==> config.mk <==
export PLATFORM = sky130hd
export DESIGN_NAME = template_tag_expander
export DESIGN_NICKNAME = d
export VERILOG_FILES = /design/src/hw/rtl/tte_pkg.sv /design/src/hw/rtl/template_tag_expander.sv /design/src/hw/rtl/tte_ram.sv /design/src/hw/rtl/tte_ctrl.sv /design/src/hw/rtl/tte_dp.sv
export SDC_FILE = /design/constraint.sdc
export NUM_CORES = 1
export LEC_CHECK = 0
export BUFFER_PORTS_ARGS = -buffer_cell sky130_fd_sc_hd__clkbuf_2
export CELL_PAD_IN_SITES_DETAIL_PLACEMENT = 2
export CELL_PAD_IN_SITES_GLOBAL_PLACEMENT = 2
export CORE_MARGIN = 3
export CORE_UTILIZATION = 43
export DETAILED_ROUTE_END_ITERATION = 8
export PLACE_DENSITY = 0.9
export SYNTH_ARGS = -nofsm -noshare
export SYNTH_HDL_FRONTEND = slang
export SYNTH_HIERARCHICAL = 1
export SYNTH_SLANG_ARGS = --single-unit
==> constraint.sdc <==
create_clock -name aclk -period 6.5 [get_ports aclk]
set_input_delay 0.65 -clock aclk [delete_from_list [all_inputs] [get_ports aclk]]
set_output_delay 0.65 -clock aclk [all_outputs]
set_load 0.02 [all_outputs]
==> src/hw/rtl/tte_pkg.sv <==
// Shared types, character codes and script string tables for the template tag expander.
// Used by tte_ctrl, tte_dp, the top level and the checker; depends on nothing.
package tte_pkg;

    // Scanner modes.
    typedef enum logic [2:0] {
        M_TEXT,
        M_TEXT_LT,
        M_OPENER,
        M_CODE,
        M_CODE_PCT
    } mode_t;

    // Result kinds.
    localparam logic [1:0] K_BYTE   = 2'd0;
    localparam logic [1:0] K_DONE   = 2'd1;
    localparam logic [1:0] K_UNTERM = 2'd2;
    localparam logic [1:0] K_OVF    = 2'd3;

    // Character codes.
    localparam logic [7:0] CH_TAB    = 8'h09;
    localparam logic [7:0] CH_LF     = 8'h0A;
    localparam logic [7:0] CH_CR     = 8'h0D;
    localparam logic [7:0] CH_SP     = 8'h20;
    localparam logic [7:0] CH_QUOTE  = 8'h22;
    localparam logic [7:0] CH_PCT    = 8'h25;
    localparam logic [7:0] CH_LT     = 8'h3C;
    localparam logic [7:0] CH_EQ     = 8'h3D;
    localparam logic [7:0] CH_GT     = 8'h3E;
    localparam logic [7:0] CH_BSLASH = 8'h5C;

    // Script strings, first character in the top byte.
    localparam logic [8*10-1:0] S_PRINT  = "print :: \"";
    localparam logic [8*11-1:0] S_EXPR   = "( print :: ";
    localparam logic [8*2-1:0]  S_CEXPR  = ")\n";
    localparam logic [8*2-1:0]  S_LCLOSE = "\"\n";

    typedef enum logic [1:0] {
        STR_PRINT,
        STR_EXPR,
        STR_CEXPR,
        STR_LCLOSE
    } str_t;

    // Sources of an emitted byte.
    typedef enum logic [1:0] {
        SRC_ROM,
        SRC_ESC,
        SRC_VAL
    } src_t;

    // Values that a literal or code byte can take.
    typedef enum logic [2:0] {
        V_BYTE,
        V_WS,
        V_LT,
        V_PCT,
        V_LF
    } val_t;

    // Work phases of one item, in emission order.
    typedef enum logic [3:0] {
        PH_IDLE,
        PH_OVF,
        PH_REPLAY,
        PH_LT,
        PH_LITB,
        PH_LCLOSE,
        PH_EXPR,
        PH_PCT,
        PH_CODE,
        PH_CLOSE,
        PH_FREPLAY,
        PH_FLT,
        PH_FLCLOSE,
        PH_END,
        PH_FLUSH
    } phase_t;

    localparam int NPH = 15;

    // Sub steps of one literal byte.
    typedef enum logic [1:0] {
        LS_FETCH,
        LS_PRE,
        LS_ESC,
        LS_VAL
    } lsub_t;

    // Work that one item needs, decoded at accept.
    typedef struct packed {
        logic ovf;
        logic replay;
        logic lt;
        logic litb;
        logic lclose;
        logic expr;
        logic pct;
        logic code;
        logic close_expr;
        logic close_nl;
        logic last;
        logic fin_text;
        logic fin_lt;
    } plan_t;

    typedef struct packed {
        logic       accept;
        logic       emit;
        logic [1:0] kind;
        src_t       src;
        str_t       str_id;
        logic [3:0] str_idx;
        val_t       val;
        logic       set_lit_open;
        logic       clr_lit_open;
        logic       clr_ws;
        logic       flush;
        logic       finish;
    } cmd_t;

    typedef struct packed {
        plan_t plan;
        logic  lit_open;
        logic  emit_ok;
        logic  flush_ok;
        logic  b_quote;
        logic  q_quote;
    } status_t;

    function automatic logic [7:0] str_char(str_t id, logic [3:0] i);
        logic [7:0] c;
        c = '0;
        case (id)
            STR_PRINT:  c = S_PRINT[8*(9-i) +: 8];
            STR_EXPR:   c = S_EXPR[8*(10-i) +: 8];
            STR_CEXPR:  c = S_CEXPR[8*(1-i) +: 8];
            default:    c = S_LCLOSE[8*(1-i) +: 8];
        endcase
        return c;
    endfunction

    function automatic logic [3:0] str_last(str_t id);
        logic [3:0] n;
        n = '0;
        case (id)
            STR_PRINT: n = 4'd9;
            STR_EXPR:  n = 4'd10;
            default:   n = 4'd1;
        endcase
        return n;
    endfunction

endpackage

==> src/hw/rtl/template_tag_expander.sv <==
// Template tag expander: takes one template byte per item and returns the
// script bytes that it produces. Literal text becomes print :: "..." lines
// with quotes escaped, <% code %> bodies pass through, <%= expr %> becomes
// ( print :: expr ). Indentation before a tag is held in a WS_DEPTH-entry
// RAM and dropped or replayed later; a kind 3 result flags the first time
// that buffer overflows. The final byte (s_is_last) closes the stream with a
// done result, or with an unterminated-block result giving the line and
// column of its opening '<', and then all scanner state returns to reset.
// m_run_end marks the last result of each item. An item passes through an
// accept step, the steps that emit its results, and a flush step. Steps that
// emit nothing still take time: each replayed whitespace byte needs a fetch
// step for the registered read of the buffer RAM, every replay (even of an
// empty buffer) ends with a check step, and a literal close with no literal
// open still passes through an idle step. Literal openers, expression
// prefixes and replayed indentation lengthen an item further. The next item
// is accepted only after the flush of the current one, and the flush waits
// for a free output register, so a stalled sink holds off the input.
// Depends on tte_pkg, tte_ctrl, tte_dp and tte_ram.
module template_tag_expander
    import tte_pkg::*;
#(
    parameter int WS_DEPTH = 16,
    parameter int POS_BITS = 16
) (
    input  logic        aclk,
    input  logic        aresetn,
    input  logic        s_valid,
    output logic        s_ready,
    input  logic [7:0]  s_in_byte,
    input  logic        s_is_last,
    output logic        m_valid,
    input  logic        m_ready,
    output logic [1:0]  m_kind,
    output logic [7:0]  m_out_byte,
    output logic [15:0] m_err_line,
    output logic [15:0] m_err_col,
    output logic        m_run_end
);
    localparam int CW = $clog2(WS_DEPTH + 1);

    // command and status between the sequencer and the datapath
    cmd_t          cmd;
    status_t       st;
    logic [CW-1:0] ws_count;
    logic [CW-1:0] rd_idx;

    tte_ctrl #(.WS_DEPTH(WS_DEPTH)) u_ctrl (
        .aclk     (aclk),
        .aresetn  (aresetn),
        .s_valid  (s_valid),
        .s_ready  (s_ready),
        .st       (st),
        .ws_count (ws_count),
        .rd_idx   (rd_idx),
        .cmd      (cmd)
    );

    tte_dp #(.WS_DEPTH(WS_DEPTH), .POS_BITS(POS_BITS)) u_dp (
        .aclk       (aclk),
        .aresetn    (aresetn),
        .s_in_byte  (s_in_byte),
        .s_is_last  (s_is_last),
        .cmd        (cmd),
        .rd_idx     (rd_idx),
        .st         (st),
        .ws_count   (ws_count),
        .m_valid    (m_valid),
        .m_ready    (m_ready),
        .m_kind     (m_kind),
        .m_out_byte (m_out_byte),
        .m_err_line (m_err_line),
        .m_err_col  (m_err_col),
        .m_run_end  (m_run_end)
    );
endmodule

==> src/hw/rtl/tte_ram.sv <==
// Generic single write port RAM with registered read.
// No dependencies.
module tte_ram #(
    parameter int WIDTH = 8,
    parameter int DEPTH = 16,
    localparam int AW = (DEPTH > 1) ? $clog2(DEPTH) : 1
) (
    input  logic                 aclk,
    input  logic                 we,
    input  logic [AW-1:0]        waddr,
    input  logic [WIDTH-1:0]     wdata,
    input  logic [AW-1:0]        raddr,
    output logic [WIDTH-1:0]     rdata
);
    logic [WIDTH-1:0] mem [DEPTH];

    always_ff @(posedge aclk) begin
        if (we) begin
            mem[waddr] <= wdata;
        end
        rdata <= mem[raddr];
    end
endmodule

==> src/hw/rtl/tte_ctrl.sv <==
// Controller of the template tag expander: walks the phases of one item.
// Depends on tte_pkg.
module tte_ctrl
    import tte_pkg::*;
#(
    parameter int WS_DEPTH = 16,
    localparam int CW = $clog2(WS_DEPTH + 1)
) (
    input  logic                  aclk,
    input  logic                  aresetn,
    input  logic                  s_valid,
    output logic                  s_ready,
    input  status_t               st,
    input  logic [CW-1:0]         ws_count,
    output logic [CW-1:0]         rd_idx,
    output cmd_t                  cmd
);
    phase_t        phase_reg, phase_next, nxt;
    lsub_t         lsub_reg, lsub_next;
    logic [3:0]    sidx_reg, sidx_next;
    logic [CW-1:0] ridx_reg, ridx_next;
    plan_t         plan_reg, plan_next, plan_use;
    logic [NPH-1:0] want;
    logic          advance, is_replay, quote;
    val_t          lit_val;

    assign rd_idx = ridx_reg;

    always_ff @(posedge aclk) begin
        if (!aresetn) begin
            phase_reg <= PH_IDLE;
            lsub_reg  <= LS_PRE;
            sidx_reg  <= '0;
            ridx_reg  <= '0;
            plan_reg  <= '0;
        end else begin
            phase_reg <= phase_next;
            lsub_reg  <= lsub_next;
            sidx_reg  <= sidx_next;
            ridx_reg  <= ridx_next;
            plan_reg  <= plan_next;
        end
    end

    // Pick the next phase that this item needs.
    always_comb begin
        plan_use = (phase_reg == PH_IDLE) ? st.plan : plan_reg;
        want = '0;
        want[PH_OVF]     = plan_use.ovf;
        want[PH_REPLAY]  = plan_use.replay;
        want[PH_LT]      = plan_use.lt;
        want[PH_LITB]    = plan_use.litb;
        want[PH_LCLOSE]  = plan_use.lclose;
        want[PH_EXPR]    = plan_use.expr;
        want[PH_PCT]     = plan_use.pct;
        want[PH_CODE]    = plan_use.code;
        want[PH_CLOSE]   = plan_use.close_expr | plan_use.close_nl;
        want[PH_FREPLAY] = plan_use.fin_text;
        want[PH_FLT]     = plan_use.fin_lt;
        want[PH_FLCLOSE] = plan_use.fin_text;
        want[PH_END]     = plan_use.last;
        want[PH_FLUSH]   = 1'b1;
        nxt = PH_FLUSH;
        for (int i = NPH - 1; i >= 0; i--) begin
            if (want[i] && (i > int'(phase_reg))) begin
                nxt = phase_t'(4'(i));
            end
        end
    end

    assign is_replay = (phase_reg == PH_REPLAY) || (phase_reg == PH_FREPLAY);

    always_comb begin
        case (phase_reg)
            PH_REPLAY, PH_FREPLAY: lit_val = V_WS;
            PH_LT, PH_FLT:         lit_val = V_LT;
            default:               lit_val = V_BYTE;
        endcase
        quote = (lit_val == V_WS) ? st.q_quote : ((lit_val == V_BYTE) ? st.b_quote : 1'b0);
    end

    always_comb begin
        cmd        = '0;
        s_ready    = 1'b0;
        advance    = 1'b0;
        phase_next = phase_reg;
        lsub_next  = lsub_reg;
        sidx_next  = sidx_reg;
        ridx_next  = ridx_reg;
        plan_next  = plan_reg;

        unique case (phase_reg)
            PH_IDLE: begin
                s_ready = 1'b1;
                if (s_valid) begin
                    cmd.accept = 1'b1;
                    plan_next  = st.plan;
                    advance    = 1'b1;
                end
            end
            PH_OVF: begin
                cmd.emit = 1'b1;
                cmd.kind = K_OVF;
                advance  = st.emit_ok;
            end
            PH_REPLAY, PH_FREPLAY, PH_LT, PH_LITB, PH_FLT: begin
                if (is_replay && lsub_reg == LS_FETCH) begin
                    if (ridx_reg == ws_count) begin
                        cmd.clr_ws = 1'b1;
                        advance    = 1'b1;
                    end else begin
                        lsub_next = LS_PRE;
                    end
                end else if (lsub_reg == LS_PRE && !st.lit_open) begin
                    // open a literal line first
                    cmd.emit    = 1'b1;
                    cmd.src     = SRC_ROM;
                    cmd.str_id  = STR_PRINT;
                    cmd.str_idx = sidx_reg;
                    if (st.emit_ok) begin
                        if (sidx_reg == str_last(STR_PRINT)) begin
                            cmd.set_lit_open = 1'b1;
                            sidx_next        = '0;
                            lsub_next        = LS_ESC;
                        end else begin
                            sidx_next = sidx_reg + 4'd1;
                        end
                    end
                end else if (lsub_reg != LS_VAL && quote) begin
                    cmd.emit = 1'b1;
                    cmd.src  = SRC_ESC;
                    if (st.emit_ok) begin
                        lsub_next = LS_VAL;
                    end
                end else begin
                    cmd.emit = 1'b1;
                    cmd.src  = SRC_VAL;
                    cmd.val  = lit_val;
                    if (st.emit_ok) begin
                        if (is_replay) begin
                            ridx_next = ridx_reg + 1'b1;
                            lsub_next = LS_FETCH;
                        end else begin
                            advance = 1'b1;
                        end
                    end
                end
            end
            PH_LCLOSE, PH_FLCLOSE: begin
                if (!st.lit_open) begin
                    advance = 1'b1;
                end else begin
                    cmd.emit    = 1'b1;
                    cmd.src     = SRC_ROM;
                    cmd.str_id  = STR_LCLOSE;
                    cmd.str_idx = sidx_reg;
                    if (st.emit_ok) begin
                        if (sidx_reg == str_last(STR_LCLOSE)) begin
                            cmd.clr_lit_open = 1'b1;
                            advance          = 1'b1;
                        end else begin
                            sidx_next = sidx_reg + 4'd1;
                        end
                    end
                end
            end
            PH_EXPR, PH_CLOSE: begin
                if (phase_reg == PH_CLOSE && !plan_reg.close_expr) begin
                    cmd.emit = 1'b1;
                    cmd.src  = SRC_VAL;
                    cmd.val  = V_LF;
                    advance  = st.emit_ok;
                end else begin
                    cmd.emit    = 1'b1;
                    cmd.src     = SRC_ROM;
                    cmd.str_id  = (phase_reg == PH_EXPR) ? STR_EXPR : STR_CEXPR;
                    cmd.str_idx = sidx_reg;
                    if (st.emit_ok) begin
                        if (sidx_reg == str_last(cmd.str_id)) begin
                            advance = 1'b1;
                        end else begin
                            sidx_next = sidx_reg + 4'd1;
                        end
                    end
                end
            end
            PH_PCT, PH_CODE: begin
                cmd.emit = 1'b1;
                cmd.src  = SRC_VAL;
                cmd.val  = (phase_reg == PH_PCT) ? V_PCT : V_BYTE;
                advance  = st.emit_ok;
            end
            PH_END: begin
                cmd.emit = 1'b1;
                cmd.kind = plan_reg.fin_text ? K_DONE : K_UNTERM;
                advance  = st.emit_ok;
            end
            PH_FLUSH: begin
                cmd.flush = 1'b1;
                if (st.flush_ok) begin
                    cmd.finish = plan_reg.last;
                    phase_next = PH_IDLE;
                end
            end
            default: begin
                phase_next = PH_IDLE;
            end
        endcase

        if (advance) begin
            phase_next = nxt;
            lsub_next  = (nxt == PH_REPLAY || nxt == PH_FREPLAY) ? LS_FETCH : LS_PRE;
            sidx_next  = '0;
            ridx_next  = '0;
        end
    end
endmodule

==> src/hw/rtl/tte_dp.sv <==
// Datapath of the template tag expander: scanner state, whitespace buffer,
// position counters, decode of the incoming byte and the result stage/output.
// Depends on tte_pkg and tte_ram.
module tte_dp
    import tte_pkg::*;
#(
    parameter int WS_DEPTH = 16,
    parameter int POS_BITS = 16,
    localparam int CW = $clog2(WS_DEPTH + 1)
) (
    input  logic              aclk,
    input  logic              aresetn,
    input  logic [7:0]        s_in_byte,
    input  logic              s_is_last,
    input  cmd_t              cmd,
    input  logic [CW-1:0]     rd_idx,
    output status_t           st,
    output logic [CW-1:0]     ws_count,
    output logic              m_valid,
    input  logic              m_ready,
    output logic [1:0]        m_kind,
    output logic [7:0]        m_out_byte,
    output logic [15:0]       m_err_line,
    output logic [15:0]       m_err_col,
    output logic              m_run_end
);
    localparam int AW = (WS_DEPTH > 1) ? $clog2(WS_DEPTH) : 1;
    localparam int MAX_RES = 32;
    localparam logic [POS_BITS-1:0] PMAX = {POS_BITS{1'b1}};

    mode_t               mode_reg, mode_next;
    logic                expr_reg, expr_next;
    logic                lit_reg;
    logic                blank_reg, blank_next;
    logic                after_reg, after_next;
    logic                skip_reg, skip_next;
    logic [CW-1:0]       cnt_reg, cnt_next;
    logic                ovf_reg, ovf_next;
    logic                cne_reg, cne_next;
    logic                cln_reg, cln_next;
    logic [POS_BITS-1:0] line_reg, line_next, col_reg, col_next;
    logic [POS_BITS-1:0] bline_reg, bline_next, bcol_reg, bcol_next;
    logic [7:0]          b_reg;
    logic [5:0]          res_cnt_reg;

    logic                stg_valid_reg;
    logic [1:0]          stg_kind_reg;
    logic [7:0]          stg_byte_reg;
    logic [15:0]         stg_line_reg, stg_col_reg;
    logic                m_valid_reg, m_run_end_reg;
    logic [1:0]          m_kind_reg;
    logic [7:0]          m_byte_reg;
    logic [15:0]         m_line_reg, m_col_reg;

    plan_t               plan;
    logic                hws, ws_push, do_code, ci_skip;
    logic [7:0]          b, ram_q, e_byte;
    logic [15:0]         bl16, bc16;
    logic                out_free, emit_fire, flush_fire;

    assign b = s_in_byte;
    assign hws = (b == CH_SP) || (b == CH_TAB) || (b == CH_CR);

    tte_ram #(.WIDTH(8), .DEPTH(WS_DEPTH)) u_ws_ram (
        .aclk  (aclk),
        .we    (cmd.accept && ws_push),
        .waddr (cnt_reg[AW-1:0]),
        .wdata (b),
        .raddr (rd_idx[AW-1:0]),
        .rdata (ram_q)
    );

    // Decode the incoming byte against the scanner state.
    always_comb begin
        plan       = '0;
        ws_push    = 1'b0;
        do_code    = 1'b0;
        mode_next  = mode_reg;
        expr_next  = expr_reg;
        blank_next = blank_reg;
        after_next = after_reg;
        skip_next  = skip_reg;
        cnt_next   = cnt_reg;
        ovf_next   = ovf_reg;
        cne_next   = cne_reg;
        cln_next   = cln_reg;
        bline_next = bline_reg;
        bcol_next  = bcol_reg;
        ci_skip    = skip_reg;

        case (mode_reg)
            M_TEXT_LT: begin
                if (b == CH_PCT) begin
                    if (blank_reg) begin
                        cnt_next = '0;
                    end
                    plan.lclose = 1'b1;
                    mode_next   = M_OPENER;
                end else begin
                    plan.replay = 1'b1;
                    plan.lt     = 1'b1;
                    after_next  = 1'b0;
                    if (b == CH_LT) begin
                        blank_next = 1'b0;
                        bline_next = line_reg;
                        bcol_next  = col_reg;
                        mode_next  = M_TEXT_LT;
                    end else begin
                        plan.litb  = 1'b1;
                        blank_next = (b == CH_LF);
                        mode_next  = M_TEXT;
                    end
                end
            end
            M_OPENER: begin
                mode_next = M_CODE;
                skip_next = 1'b1;
                cne_next  = 1'b0;
                cln_next  = 1'b0;
                if (b == CH_EQ) begin
                    expr_next = 1'b1;
                    plan.expr = 1'b1;
                end else begin
                    expr_next = 1'b0;
                    do_code   = 1'b1;
                    ci_skip   = 1'b1;
                end
            end
            M_CODE: begin
                do_code = 1'b1;
            end
            M_CODE_PCT: begin
                if (b == CH_GT) begin
                    plan.close_expr = expr_reg;
                    plan.close_nl   = !expr_reg && cne_reg && !cln_reg;
                    expr_next  = 1'b0;
                    cne_next   = 1'b0;
                    cln_next   = 1'b0;
                    mode_next  = M_TEXT;
                    after_next = 1'b1;
                    blank_next = 1'b1;
                    cnt_next   = '0;
                end else begin
                    plan.pct  = 1'b1;
                    cne_next  = 1'b1;
                    cln_next  = 1'b0;
                    mode_next = M_CODE;
                    do_code   = 1'b1;
                end
            end
            default: begin
                mode_next = M_TEXT;
                if (hws) begin
                    if (blank_reg) begin
                        if (cnt_reg < CW'(WS_DEPTH)) begin
                            ws_push  = 1'b1;
                            cnt_next = cnt_reg + 1'b1;
                        end else begin
                            // buffer full: give up trimming this line
                            plan.ovf    = !ovf_reg;
                            ovf_next    = 1'b1;
                            plan.replay = 1'b1;
                            plan.litb   = 1'b1;
                            blank_next  = 1'b0;
                            after_next  = 1'b0;
                        end
                    end else begin
                        plan.litb = 1'b1;
                    end
                end else if (b == CH_LF && after_reg) begin
                    cnt_next   = '0;
                    after_next = 1'b0;
                    blank_next = 1'b1;
                end else begin
                    after_next = 1'b0;
                    if (b == CH_LT) begin
                        bline_next = line_reg;
                        bcol_next  = col_reg;
                        mode_next  = M_TEXT_LT;
                    end else begin
                        plan.replay = 1'b1;
                        plan.litb   = 1'b1;
                        blank_next  = (b == CH_LF);
                    end
                end
            end
        endcase

        if (do_code) begin
            if (ci_skip && hws) begin
                skip_next = 1'b1;
            end else if (ci_skip && b == CH_LF) begin
                skip_next = 1'b0;
            end else begin
                skip_next = 1'b0;
                if (b == CH_PCT) begin
                    mode_next = M_CODE_PCT;
                end else begin
                    plan.code = 1'b1;
                    cne_next  = 1'b1;
                    cln_next  = (b == CH_LF);
                end
            end
        end

        if (b == CH_LF) begin
            line_next = (line_reg == PMAX) ? line_reg : line_reg + 1'b1;
            col_next  = POS_BITS'(1);
        end else begin
            line_next = line_reg;
            col_next  = (col_reg == PMAX) ? col_reg : col_reg + 1'b1;
        end

        plan.last     = s_is_last;
        plan.fin_text = s_is_last && (mode_next == M_TEXT || mode_next == M_TEXT_LT);
        plan.fin_lt   = s_is_last && (mode_next == M_TEXT_LT);
    end

    // Scanner state; clear it all after the end of a stream.
    always_ff @(posedge aclk) begin
        if (!aresetn || cmd.finish) begin
            mode_reg  <= M_TEXT;
            expr_reg  <= 1'b0;
            lit_reg   <= 1'b0;
            blank_reg <= 1'b1;
            after_reg <= 1'b0;
            skip_reg  <= 1'b0;
            cnt_reg   <= '0;
            ovf_reg   <= 1'b0;
            cne_reg   <= 1'b0;
            cln_reg   <= 1'b0;
            line_reg  <= POS_BITS'(1);
            col_reg   <= POS_BITS'(1);
            bline_reg <= '0;
            bcol_reg  <= '0;
        end else begin
            if (cmd.accept) begin
                mode_reg  <= mode_next;
                expr_reg  <= expr_next;
                blank_reg <= blank_next;
                after_reg <= after_next;
                skip_reg  <= skip_next;
                cnt_reg   <= cnt_next;
                ovf_reg   <= ovf_next;
                cne_reg   <= cne_next;
                cln_reg   <= cln_next;
                line_reg  <= line_next;
                col_reg   <= col_next;
                bline_reg <= bline_next;
                bcol_reg  <= bcol_next;
            end
            if (cmd.set_lit_open) begin
                lit_reg <= 1'b1;
            end
            if (cmd.clr_lit_open) begin
                lit_reg <= 1'b0;
            end
            if (cmd.clr_ws) begin
                cnt_reg <= '0;
            end
        end
    end

    always_ff @(posedge aclk) begin
        if (cmd.accept) begin
            b_reg <= b;
        end
    end

    generate
        if (POS_BITS > 16) begin : g_sat
            assign bl16 = (|bline_reg[POS_BITS-1:16]) ? 16'hFFFF : bline_reg[15:0];
            assign bc16 = (|bcol_reg[POS_BITS-1:16]) ? 16'hFFFF : bcol_reg[15:0];
        end else begin : g_nosat
            assign bl16 = 16'(bline_reg);
            assign bc16 = 16'(bcol_reg);
        end
    endgenerate

    always_comb begin
        case (cmd.src)
            SRC_ROM: e_byte = str_char(cmd.str_id, cmd.str_idx);
            SRC_ESC: e_byte = CH_BSLASH;
            default: begin
                case (cmd.val)
                    V_BYTE:  e_byte = b_reg;
                    V_WS:    e_byte = ram_q;
                    V_LT:    e_byte = CH_LT;
                    V_PCT:   e_byte = CH_PCT;
                    default: e_byte = CH_LF;
                endcase
            end
        endcase
    end

    assign out_free   = !m_valid_reg || m_ready;
    assign emit_fire  = cmd.emit && (!stg_valid_reg || out_free);
    assign flush_fire = cmd.flush && (!stg_valid_reg || out_free);

    // One result is staged so that the last of an item can carry run_end.
    always_ff @(posedge aclk) begin
        if (!aresetn) begin
            stg_valid_reg <= 1'b0;
            m_valid_reg   <= 1'b0;
            res_cnt_reg   <= '0;
        end else begin
            if (m_valid_reg && m_ready) begin
                m_valid_reg <= 1'b0;
            end
            if (emit_fire && res_cnt_reg < 6'(MAX_RES)) begin
                res_cnt_reg   <= res_cnt_reg + 6'd1;
                stg_valid_reg <= 1'b1;
                if (stg_valid_reg) begin
                    m_valid_reg <= 1'b1;
                end
            end
            if (flush_fire) begin
                res_cnt_reg   <= '0;
                stg_valid_reg <= 1'b0;
                if (stg_valid_reg) begin
                    m_valid_reg <= 1'b1;
                end
            end
        end
    end

    always_ff @(posedge aclk) begin
        if (emit_fire && res_cnt_reg < 6'(MAX_RES)) begin
            stg_kind_reg <= cmd.kind;
            stg_byte_reg <= (cmd.kind == K_BYTE) ? e_byte : 8'h00;
            stg_line_reg <= (cmd.kind == K_UNTERM) ? bl16 : 16'h0000;
            stg_col_reg  <= (cmd.kind == K_UNTERM) ? bc16 : 16'h0000;
        end
        if ((emit_fire && res_cnt_reg < 6'(MAX_RES) || flush_fire) && stg_valid_reg) begin
            m_kind_reg    <= stg_kind_reg;
            m_byte_reg    <= stg_byte_reg;
            m_line_reg    <= stg_line_reg;
            m_col_reg     <= stg_col_reg;
            m_run_end_reg <= flush_fire;
        end
    end

    assign st.plan     = plan;
    assign st.lit_open = lit_reg;
    assign st.emit_ok  = !stg_valid_reg || out_free;
    assign st.flush_ok = !stg_valid_reg || out_free;
    assign st.b_quote  = (b_reg == CH_QUOTE);
    assign st.q_quote  = (ram_q == CH_QUOTE);
    assign ws_count    = cnt_reg;

    assign m_valid    = m_valid_reg;
    assign m_kind     = m_kind_reg;
    assign m_out_byte = m_byte_reg;
    assign m_err_line = m_line_reg;
    assign m_err_col  = m_col_reg;
    assign m_run_end  = m_run_end_reg;
endmodule

==> summary.md <==
| Metric | Value |
|---|---|
| Status | `finished clean` |
| First-pass GRT wire length | `80300 um` |
| Largest Register | `u_dp/u_ws_ram/mem` |
| Reg2reg end | `u_dp/u_ws_ram/mem[0][5]` |
| Final nets | `approximately 1.4k` |
| Final RePlAce weighted congestion | `0.845` |
| Post-synth EDFFs | `between 200 and 250` |
| GRT overflow | `0` |
| Gr busiest metal | `met2` |
| Tcrit/Tclk final | `slightly below 80%` |
| Synth cell types | `102` |
| Synth area leader | `edfxtp_1` |
| Peak VDD IR | `~0.31 mV` |
| Fin crit period | `5.02 ns` |
| Longest Clk Path Bufs | `3` |
| Min-delay src | `u_dp/stg_kind_reg[0]` |
| DR vias | `11.6k` |
| Antenna violations before repair | `0` |
| Skew final | `0.0225 ns` |
| Avg Inst Size Synth | `11.7 sq um` |
| R2r setup slk | `roughly 1.5 ns` |
| Die X | `about 200 um` |
| Hold_buf cts | `0` |
| GR Util met2 | `47.4%` |
| Launch point of the worst reg-to-reg path | `u_ctrl/phase_reg[3]` |
| Worst setup SP type | `flip-flop` |
| Fin. Hold Viols | `0` |
| Clk network pwr share | `34.5%` |
| TritonCTS buffer count | `39` |
| Worst EP required | `approximately 6.6 ns` |
| Max-cap violations | `0` |
| Post-DR vias/cell | `6.19` |
| Layout area overhead | `12.5%` |
| CTS clock-pin slew for the worst setup and hold paths | `0.06 ns` |
| Vias in the first global route | `12.7k` |
| Count of state elements after synthesis | `344` |
| Most used DFF post-synth | `edfxtp_1` |
| Synth top area share | `42.6%` |
| Fmax | `199 MHz` |
| Port Buffer Count | `57` |
| Number of routed nets with antenna violations | `0` |
| Iter 0 DRT Violations | `882` |
| Initial Utilization | `43.7%` |
| Post-Syn Area | `about 0.016 sq mm` |
| Layout cells sized above 1 | `between 10% and 20%` |
| Worst-Skew Late Latency | `0.55 ns` |
| Synth Instances | `about 1.3k` |
| Yosys Warn Count | `6` |
| Cell row count | `69` |
| Largest net degree at the start of global routing | `60` |
| DRC Markers | `0` |
| Clock Tree Root | `clkbuf_16` |
| Met1 Use GR | `around a third` |
| Sequential Power Share | `a little over two fifths` |
| Sw frac | `32.0%` |
| Worst Hold Depth | `0` |
| Min-delay worst type | `flip-flop to flip-flop` |
| Slew HR | `between 10% and 20%` |
| N_diodes | `0` |
| DR WL/cell | `28.0 um` |
| Max Slew Vio Count | `0` |
| Crit. End Element | `flip-flop` |
| CTS Sinks | `344` |
| H-tree Lvls | `2` |
| Int Pwr | `between 4000 and 5000 uW` |
| Synth async-reset ratio | `0%` |
| GR Util met3 | `4.22%` |
| Post-synth net total | `1357` |
| Switching pwr | `approximately 2100 uW` |
| Lkg Pwr | `0.00582 uW` |
| Combinational Power Share | `22.4%` |
| GRT Util Overall | `a little over a quarter` |
| RSZ-0062 raised after global routing | `false` |
| Final Util | `49.1%` |
| Setup_tns | `0 ns` |
| CTS tree | `done` |
| DR pass1 iterations | `5` |
| Setup bufs post-CTS | `0` |
| Ports | `58` |
| Reg2reg path depth | `9` |
| Max reg flops | `128` |
| Pwr per Cell Area | `380 mW/mm^2` |
| CORE AREA | `0.0357 sq mm` |
| Die height | `196 um` |
| DP HPWL | `33000 um` |
| Number of setup violations in the final report | `0` |
| Critical path class | `flip-flop to flip-flop` |
| Hold endpoint | `u_dp/m_kind[0]` |
| Seq/Total Area, Yosys | `58.4%` |
| Measured slew at the worst slew-check pin | `roughly 1.3 ns` |
| CP max FO | `36` |
| DRT Wirelength | `52400 um` |
| CTS resizes | `0` |
| Die Area | `0.0385 sq mm` |
| Crit path DAT | `5.17 ns` |
| Largest cells by area after synthesis | `edfxtp_1 (43%), dfxtp_1 (16%), nand2_1 (3.8%)` |
power groups by stage:
stage / clock network (uW) / logic [uW] / registers [uW]
3_5_place_dp: 0 / 1460 / 2910
5_1_grt: 2430 / 1610 / 2890
3_3_place_gp: 0 / 1380 / 2870
2_1_floorplan: 0 / 949 / 2930
6_report: 2300 / 1490 / 2860
4_1_cts: 2350 / 1490 / 2870
cell usage in the layout, fill, tap and decap left out, drive strengths merged, types with 6 or more instances in the layout:
master | netlist | routed
o31ai | 9 | 9
mux2i | 11 | 11
dfxtp | 123 | 123
a211oi | 14 | 14
or3 | 20 | 20
clkinv | 1 | 12
mux4 | 32 | 32
ha | 10 | 10
xor2 | 18 | 18
nor4 | 12 | 12
nand4 | 8 | 8
inv | 29 | 30
a21oi | 102 | 102
nand2 | 159 | 159
a21boi | 7 | 7
clkbuf | 29 | 111
a22oi | 17 | 17
nor2b | 15 | 15
nand3b | 7 | 7
nor3b | 7 | 7
and2 | 42 | 42
xnor2 | 21 | 21
edfxtp | 221 | 221
mux2 | 6 | 6
buf | 34 | 18
o21ai | 46 | 46
o311ai | 6 | 6
nor4b | 9 | 9
nand2b | 20 | 20
and3 | 10 | 10
nor3 | 32 | 32
a31oi | 10 | 10
nand3 | 43 | 43
o21a | 7 | 7
nor2 | 123 | 123
how the worst max path moves through the flow:
stage                        start                 endpoint  cells after the start
6_report       u_ctrl/phase_reg[3]  u_dp/u_ws_ram/mem[0][5]                      9
3_5_place_dp   u_ctrl/phase_reg[3]  u_dp/u_ws_ram/mem[0][1]                      9
5_1_grt        u_ctrl/phase_reg[3]  u_dp/u_ws_ram/mem[0][5]                      9
3_3_place_gp   u_ctrl/phase_reg[2]     u_dp/stg_byte_reg[0]                     13
2_1_floorplan  u_ctrl/phase_reg[0]        u_dp/m_err_col[0]                     11
4_1_cts        u_ctrl/phase_reg[3]  u_dp/u_ws_ram/mem[0][5]                      9
synthesized netlist by cell type (20+ instances only):
| cell type | number |
|---|---|
| o21ai_0 | 42 |
| inv_1 | 29 |
| dfxtp_1 | 123 |
| nand3_1 | 42 |
| nor3_1 | 30 |
| and2_1 | 42 |
| nor2_1 | 121 |
| a21oi_1 | 100 |
| xnor2_1 | 21 |
| edfxtp_1 | 221 |
| clkbuf_1 | 28 |
| nand2b_1 | 20 |
| nand2_1 | 158 |
worst max-delay path: stages, from the launching register on:
cell     delay, ns
dfxtp_1       0.30
buf_4         0.22
nor4_4        0.56
nand2_1       0.42
inv_1         0.20
buf_4         0.42
inv_1         0.25
nor3_1        0.67
or3b_2        0.57
nor3_1        1.00
kinds of logic (layout without fill, tap and decap cells):
family                   Yosys count  in the layout  share of synthesized area, %
AND/OR/NAND/NOR                  532            532                          17.9
AO/OA/AOI/OAI                    264            264                          11.3
adder cells (fa/ha/maj)           10             10                         0.804
XOR/XNOR                          39             39                          2.19
flip-flops                       344            344                          58.4
multiplexers                      49             49                          6.11
buffers and inverters             96            177                          3.27
metrics by stage:
step           std cells  setup slack, ns  total power [uW]  cell area [sq um]  hold slack, ns
2_1_floorplan       1334             1.27              3880              15600           0.400
4_1_cts             1876             1.54              6710              17500           0.398
3_3_place_gp        1804             2.08              4250              16200           0.402
3_5_place_dp        1804             1.77              4370              16200           0.405
5_1_grt             1876             1.26              6930              17500           0.426
6_report            1876             1.48              6650              17500           0.415
layer usage:
layer  vias up  routed length, um  share of wire, %
met2       403              26700                51
met1      6028              21100                40
met5         -                  0                 0
li1       5048                  -                 -
met3       135               2610               5.0
met4         0               2070               4.0
cell type report:
cell class / count / area (sq um)
clock inverters: 18 / 211
clock buffers: 54 / 1120
inverters: 30 / 113
flip-flops and latches: 344 / 9100
repair buffers: 75 / 420
multi-input cells: 894 / 5990
fillers: 3484 / 18100
well taps: 461 / 577
Power figures use the tool's default switching activity.
